$ cat src/rtl/assert_macros.svh
// ----------------------------------------------------------------------------
// Assertion macros
// Clocked concurrent assertion helpers shared by the RTL.
// ----------------------------------------------------------------------------
`ifndef ASSERT_MACROS_SVH
`define ASSERT_MACROS_SVH

// Check a property on every rising edge, held off while reset is asserted.
`define GBP_ASSERT(lbl, clk, rst_n, prop, msg) \
  lbl: assert property (@(posedge clk) disable iff (!rst_n) (prop)) else $error(msg);

// Check a property on every rising edge, reset included.
`define GBP_ASSERT_ALWAYS(lbl, clk, prop, msg) \
  lbl: assert property (@(posedge clk) (prop)) else $error(msg);

`endif

$ cat src/rtl/gbp_pkg.sv
// ----------------------------------------------------------------------------
// gbp_pkg
// Shared types, constants and counter update for the gshare predictor.
// ----------------------------------------------------------------------------
`timescale 1ns / 1ps

package gbp_pkg;

  localparam int MIN_INDEX_BITS = 9;
  localparam int CFG_W          = 4;
  localparam logic [CFG_W-1:0] INDEX_BITS_RESET = 4'd14;

  localparam int ADDR_FIELD_W = 32;
  localparam int IN_W         = ((ADDR_FIELD_W + 1 + 7) / 8) * 8;
  localparam int TAKEN_BIT    = ADDR_FIELD_W;
  localparam int TOTAL_W      = 32;

  localparam int FIFO_DEPTH = 3;
  localparam int FIFO_PTR_W = 2;
  localparam int FIFO_CNT_W = 2;

  localparam logic [1:0] CTR_STRONG_NT = 2'd0;
  localparam logic [1:0] CTR_WEAK_NT   = 2'd1;
  localparam logic [1:0] CTR_WEAK_T    = 2'd2;
  localparam logic [1:0] CTR_STRONG_T  = 2'd3;

  typedef struct packed {
    logic rd_en;
    logic wr_en;
  } gbp_tbl_ctrl_t;

  function automatic logic [1:0] gbp_next_ctr(logic [1:0] c, logic taken);
    logic [1:0] n;
    case (c)
      CTR_STRONG_NT: n = taken ? CTR_WEAK_NT  : CTR_STRONG_NT;
      CTR_WEAK_NT:   n = taken ? CTR_STRONG_T : CTR_STRONG_NT;
      CTR_WEAK_T:    n = taken ? CTR_STRONG_T : CTR_STRONG_NT;
      default:       n = taken ? CTR_STRONG_T : CTR_WEAK_T;
    endcase
    return n;
  endfunction

endpackage

$ cat src/rtl/gbp_result_fifo.sv
// ----------------------------------------------------------------------------
// gbp_result_fifo
// Small result queue that decouples the update stage from the output.
// ----------------------------------------------------------------------------
`timescale 1ns / 1ps

module gbp_result_fifo
  import gbp_pkg::*;
#(
  parameter int WIDTH = 80
) (
  input  logic                  clk_i,
  input  logic                  rst_ni,
  input  logic                  push_i,
  input  logic [WIDTH-1:0]      data_i,
  input  logic                  pop_i,
  output logic [WIDTH-1:0]      data_o,
  output logic                  valid_o,
  output logic [FIFO_CNT_W-1:0] count_o
);

  logic [WIDTH-1:0]      buf_q [FIFO_DEPTH];
  logic [FIFO_PTR_W-1:0] wr_ptr_q, wr_ptr_d;
  logic [FIFO_PTR_W-1:0] rd_ptr_q, rd_ptr_d;
  logic [FIFO_CNT_W-1:0] count_q, count_d;
  logic                  do_pop;

  assign do_pop = pop_i & (count_q != '0);

  always_comb begin
    wr_ptr_d = wr_ptr_q;
    rd_ptr_d = rd_ptr_q;
    count_d  = count_q;
    if (push_i) begin
      wr_ptr_d = (wr_ptr_q == FIFO_PTR_W'(FIFO_DEPTH - 1)) ? '0 : wr_ptr_q + 1'b1;
    end
    if (do_pop) begin
      rd_ptr_d = (rd_ptr_q == FIFO_PTR_W'(FIFO_DEPTH - 1)) ? '0 : rd_ptr_q + 1'b1;
    end
    if (push_i && !do_pop) begin
      count_d = count_q + 1'b1;
    end else if (!push_i && do_pop) begin
      count_d = count_q - 1'b1;
    end
  end

  always_ff @(posedge clk_i or negedge rst_ni) begin
    if (!rst_ni) begin
      wr_ptr_q <= '0;
      rd_ptr_q <= '0;
      count_q  <= '0;
    end else begin
      wr_ptr_q <= wr_ptr_d;
      rd_ptr_q <= rd_ptr_d;
      count_q  <= count_d;
    end
  end

  always_ff @(posedge clk_i) begin
    if (push_i) begin
      buf_q[wr_ptr_q] <= data_i;
    end
  end

  assign data_o  = buf_q[rd_ptr_q];
  assign valid_o = (count_q != '0);
  assign count_o = count_q;

endmodule

$ cat config.mk
export PLATFORM = sky130hd
export DESIGN_NAME = gbp_result_fifo
export DESIGN_NICKNAME = d
export VERILOG_FILES = /design/src/rtl/assert_macros.svh /design/src/rtl/gbp_pkg.sv /design/src/rtl/gbp_result_fifo.sv
export SDC_FILE = /design/constraint.sdc
export NUM_CORES = 1
export LEC_CHECK = 0
export ABC_AREA = 0
export BUFFER_PORTS_ARGS = -buffer_cell sky130_fd_sc_hd__buf_4
export CAP_MARGIN = 10
export CORE_MARGIN = 3
export CORE_UTILIZATION = 50
export DETAILED_ROUTE_END_ITERATION = 10
export MAX_ROUTING_LAYER = met4
export PLACE_DENSITY = 0.76
export SLEW_MARGIN = 20
export SYNTH_ARGS = -nofsm -noshare
export SYNTH_HDL_FRONTEND = slang
export SYNTH_SLANG_ARGS = --single-unit
$ cat constraint.sdc
create_clock -name clk_i -period 6.95 [get_ports clk_i]
set_clock_uncertainty 0.1 [all_clocks]
set_input_delay 0.3475 -clock clk_i [delete_from_list [all_inputs] [get_ports clk_i]]
set_output_delay 0.3475 -clock clk_i [all_outputs]
set_load 0.02 [all_outputs]
# Word level (Yosys, flattened, before mapping)
# Memory sizes are Yosys's and may differ from the RTL's.
# Index checks and enable logic that the tools add are counted.
[op_classes] multipliers=0 shift=0 n_eq_ne=2 add_sub_neg=4 n_bitwise=1 reduce_logical=6 n_mux=6 n_div=0 magnitude_cmp=0
[ops] operator="2-bit 2-to-1 mux" n=4
[ops] operator="2-bit by 1-bit adder with 2-bit output (second input constant)" n=3
[ops] operator="2-bit equality test (second input constant)" n=2
[ops] operator="2-bit nonzero test" n=2
[ops] operator="1-bit logical AND" n=2
[ops] operator="1-bit zero test" n=2
[ops] operator="1-bit 2-to-1 mux" n=2
[ops] operator="2-bit by 1-bit subtractor with 2-bit output (second input constant)" n=1
[ops] operator="1-bit bitwise AND" n=1
[totals] ramBits=240 rom_bits=0 out_inout_bits=83 latchBits=0 inputBits=84 ff_bits=6 elab_cells=23 memories=1
[memory_table] name="buf_q" words=3 width=80 rd=1 rd_clocked_by_memory_dff=0 write_ports=1 line_no="gbp_result_fifo.sv:22" source="logic [WIDTH-1:0] buf_q [FIFO_DEPTH];"

# Depth between registers and ports, before layout
[logic_depth] ltp_word=5 depth_mapped=5 ltp_nobuf=5

# Worst setup path before layout
# No wires, ideal clock.
[synth_timing] kind="flip-flop to flip-flop" start="register wr_ptr_q[0]" end="memory buf_q[2][0] (enable)" n_path_buf=0 required_time_ns=6.217 stages_incl_launch_ff=2 path_slack_ns=-0.020 arrival_ns=6.237 synth_period_minus_slack_ns=6.970 setup_time_ns=0.633 path_cell_list="dfrtp_1 nor3b_1"
[synth_rtl] item="from (decl)" line_no="gbp_result_fifo.sv:23" source="logic [FIFO_PTR_W-1:0] wr_ptr_q, wr_ptr_d;"
[synth_rtl] item="from (signal assigned)" line_no="gbp_result_fifo.sv:53" source="wr_ptr_q <= wr_ptr_d;"
[synth_rtl] item="to (decl)" line_no="gbp_result_fifo.sv:22"
# No word-level cell before the write port.

# Final worst setup path
[layout_timing] start="register rd_ptr_q[0]" end="output port data_o[38]"
[layout_via] elab_chain_cells=1
[layout_rtl] item="from (decl)" line_no="gbp_result_fifo.sv:24" source="logic [FIFO_PTR_W-1:0] rd_ptr_q, rd_ptr_d;"
[layout_rtl] item="from (signal assigned)" line_no="gbp_result_fifo.sv:54" source="rd_ptr_q <= rd_ptr_d;"
[layout_rtl] item="memory read 3 x 80 bit"
[layout_rtl] item="to (decl)" line_no="gbp_result_fifo.sv:17" source="output logic [WIDTH-1:0] data_o,"
# Every way passes these cells.

==> metrics <==
count of yosys warnings during synthesis=0; critical path's slowest cell=sky130_fd_sc_hd__dfrtp_4; kind of end point of the critical path=output port; path type of the worst min-delay path=in2async; Pre-antenna DRT Iters=5; die outline width=about 140 µm; clock root buffer=sky130_fd_sc_hd__clkbuf_16; kind of launch point of the worst setup path=register; most common cell type on the critical path=sky130_fd_sc_hd__buf_4; number of synthesized flops with an enable pin=between 200 and 250; Site Rows=49; PD cells=416 mW/mm²; Primary FF master, synth=sky130_fd_sc_hd__edfxtp_1; sequential group share of total power=41.2%; share of flip-flops with an asynchronous set or reset after synthesis=2.44%; top post-synthesis cells by count=sky130_fd_sc_hd__edfxtp_1 (240), sky130_fd_sc_hd__nand2_1 (82), sky130_fd_sc_hd__o21ai_1 (81), sky130_fd_sc_hd__mux2i_1 (80), sky130_fd_sc_hd__buf_2 (10); number of H-tree branching levels=1; crit-path max FO=49; headroom to the max-slew limit=35.4%; total core area=0.0180 mm²; setup slack of the worst register-to-register path=about 4.4 ns; Static Leak=0.00448 µW; setup repair after global routing missed its margin=false; Starting Density=about half; Avg Inst Size Synth=17.3 µm²; number of global-route vias before repair=5557; die boundary height=142 µm; Final period util=between 40 and 50%; library cell with the highest instance count after synthesis=sky130_fd_sc_hd__edfxtp_1; final wirelength=18200 µm; combinational group share of total power=35.0%; number of cells traversed by the worst register-to-register path=2; Num CTS Buffers=25; number of routed nets with antenna violations=0; share of the yosys chip area belonging to registers=about four fifths; Sink Count=246; DR vias/cell=5.14; fillers=1225; RD Place Congestion=0.789; share of the synthesized area in the top cell type=between 70% and 80%; worst reg2reg path startpoint=wr_ptr_q[1]$_DFFE_PN0P_; worst stage delay on the critical path=0.85 ns; first-pass GRT wire length=28600 µm; Total Nets Final=870; switch share=34.2%; Final Setup Violations=0; number of setup buffers added after CTS=0; CP Class=reg2out; total half-perimeter wirelength after legalization and detailed placement=10300 µm; GRT Overall Usage=18.5%; transition time at the pin with the least slew margin=~0.97 ns; switching component of the power=1730 µW; largest net degree at the start of global routing=100; final sum of negative setup slack=0 ns; GRT Residual Overflow=0; sequence of cells on the critical path=buf_4, mux2i_1, o21ai_1, buf_4; worst path required time=6.50 ns; cell internal pwr=roughly 3300 µW; worst r2r dst=buf_q[2][26]$_DFFE_PP_; proportion of layout cells with a drive suffix above 1=between 20% and 30%; number of design rule violations left after detail routing=0; insertion delay to the later sink of the worst-skew pair=0.50 ns; syn nets=617; clock slew at reported path FFs=0.06 ns; First DRT Iteration DRCs=224; distinct cell type count of the synthesized netlist=22; Worst path top cell family by delay=buffers and inverters; routed len/inst=approximately 18 µm; floorplan die area=0.0201 mm²; cells resized by post-CTS repair=0; Mapped Cells=between 500 and 600; arrival time of data at the critical path endpoint=around 2.8 ns; number of synthesized register bits=246; run status=completed; max-cap check violation count=0; synthesized cell area=0.00921 mm²; upper clock frequency limit=305 MHz; deepest clock path buffer count=3; final hold violation count=0; number of top-level pins=167; number of pins exceeding their max-slew limit in the final report=0; synthesis-to-layout area growth=31.8%; number of antenna violations at the first check in global routing=0; antenna cells=0; CTS tree=done; Synth area leaders=sky130_fd_sc_hd__edfxtp_1 (78%), sky130_fd_sc_hd__mux2i_1 (8.7%), sky130_fd_sc_hd__o21ai_1 (4.4%); proportion of power drawn by the clock network=23.8%; crit path time final=~3.3 ns; most area-hungry cell type in the Yosys netlist=sky130_fd_sc_hd__edfxtp_1; input/output buffers=around 170; total number of vias=about 5.3k; hold-fix buffer count after cts=81; worst voltage drop across the vdd grid=267 µV; overall power=5050 µW; CP Buf/Inv Count=2
==> metal layers <==
metal	routed length, µm	GRT usage, %
met3	1080	2.83
met1	7350	22.8
met5	0	-
met2	9450	32.0
met4	362	5.56
==> flip-flops by register name, indices dropped and copies added, names as in the netlist <==
register / count
buf_q: 240
count_o: 2
rd_ptr_q: 2
wr_ptr_q: 2
==> how the worst max path moves through the flow <==
| stage | start | end | slack [ns] | depth (start not counted) |
|---|---|---|---|---|
| 6_report | rd_ptr_q[0]$_DFFE_PN0P_ | data_o[38] | 3.67 | 4 |
| 3_3_place_gp | rd_ptr_q[0]$_DFFE_PN0P_ | data_o[30] | 4.23 | 4 |
| 4_1_cts | rd_ptr_q[0]$_DFFE_PN0P_ | data_o[38] | 3.64 | 4 |
| 3_5_place_dp | rd_ptr_q[0]$_DFFE_PN0P_ | data_o[30] | 4.20 | 4 |
| 5_1_grt | rd_ptr_q[1]$_DFFE_PN0P_ | data_o[38] | 3.48 | 4 |
| 2_1_floorplan | wr_ptr_q[0]$_DFFE_PN0P_ | buf_q[0][0]$_DFFE_PP_ | 0.30 | 1 |
==> final cells by class <==
| type | instances | area [µm²] | area share (%) |
|---|---|---|---|
| flip-flops and latches | 246 | 7360 | 60.7 |
| multi-input cells | 258 | 1640 | 13.5 |
| inverters | 1 | 3.75 | 0.0309 |
| repair buffers | 253 | 2100 | 17.3 |
| well taps | 229 | 287 | 2.36 |
| clock buffers | 28 | 637 | 5.25 |
| clock inverters | 17 | 105 | 0.866 |
==> logic make-up after synthesis <==
logic type | after synthesis | synth area share [%]
flip-flops | 246 | 79.9
multiplexers | 80 | 8.69
adder cells (fa/ha/maj) | 1 | 0.136
XOR/XNOR | 3 | 0.285
AO/OA/AOI/OAI | 85 | 4.70
buffers and inverters | 28 | 2.58
AND/OR/NAND/NOR | 89 | 3.75
==> power by group through the flow <==
stage	Sequential [µW]	Combinational [µW]	Clock, µW
final	2080	1770	1200
after global routing	2110	1900	1300
after CTS	2080	1780	1230
after detailed placement	2110	1740	0
after global placement	2100	1720	0
after floorplan	2020	1190	0
==> placed cells by master, fill, tap and decap left out, types with 2 or more instances in the layout <==
| master | instances |
|---|---|
| sky130_fd_sc_hd__edfxtp_1 | 240 |
| sky130_fd_sc_hd__buf_4 | 172 |
| sky130_fd_sc_hd__nand2_1 | 82 |
| sky130_fd_sc_hd__o21ai_1 | 81 |
| sky130_fd_sc_hd__dlygate4sd3_1 | 81 |
| sky130_fd_sc_hd__mux2i_1 | 80 |
| sky130_fd_sc_hd__clkbuf_16 | 25 |
| sky130_fd_sc_hd__clkinv_1 | 10 |
| sky130_fd_sc_hd__dfrtp_1 | 4 |
| sky130_fd_sc_hd__a21o_1 | 3 |
| sky130_fd_sc_hd__clkinv_2 | 3 |
| sky130_fd_sc_hd__clkinvlp_4 | 3 |
| sky130_fd_sc_hd__clkbuf_1 | 3 |
| sky130_fd_sc_hd__xor2_1 | 2 |
| sky130_fd_sc_hd__dfrtp_4 | 2 |
==> stage by stage <==
| step | hold slack, ns | setup WS, ns | area (µm²) | std cells | utilization [%] |
|---|---|---|---|---|---|
| 2_1_floorplan | -0.0481 | 0.296 | 9220 | 532 | - |
| 3_3_place_gp | 0.0578 | 4.23 | 10600 | 906 | 58.7 |
| 3_5_place_dp | 0.0590 | 4.20 | 10600 | 906 | 58.7 |
| 4_1_cts | 0.0790 | 3.64 | 12100 | 1032 | 67.4 |
| 5_1_grt | 0.0887 | 3.48 | 12100 | 1032 | 67.4 |
| 6_report | 0.0872 | 3.67 | 12100 | 1032 | 67.4 |
Note: power is estimated with default switching activity, not from simulation.
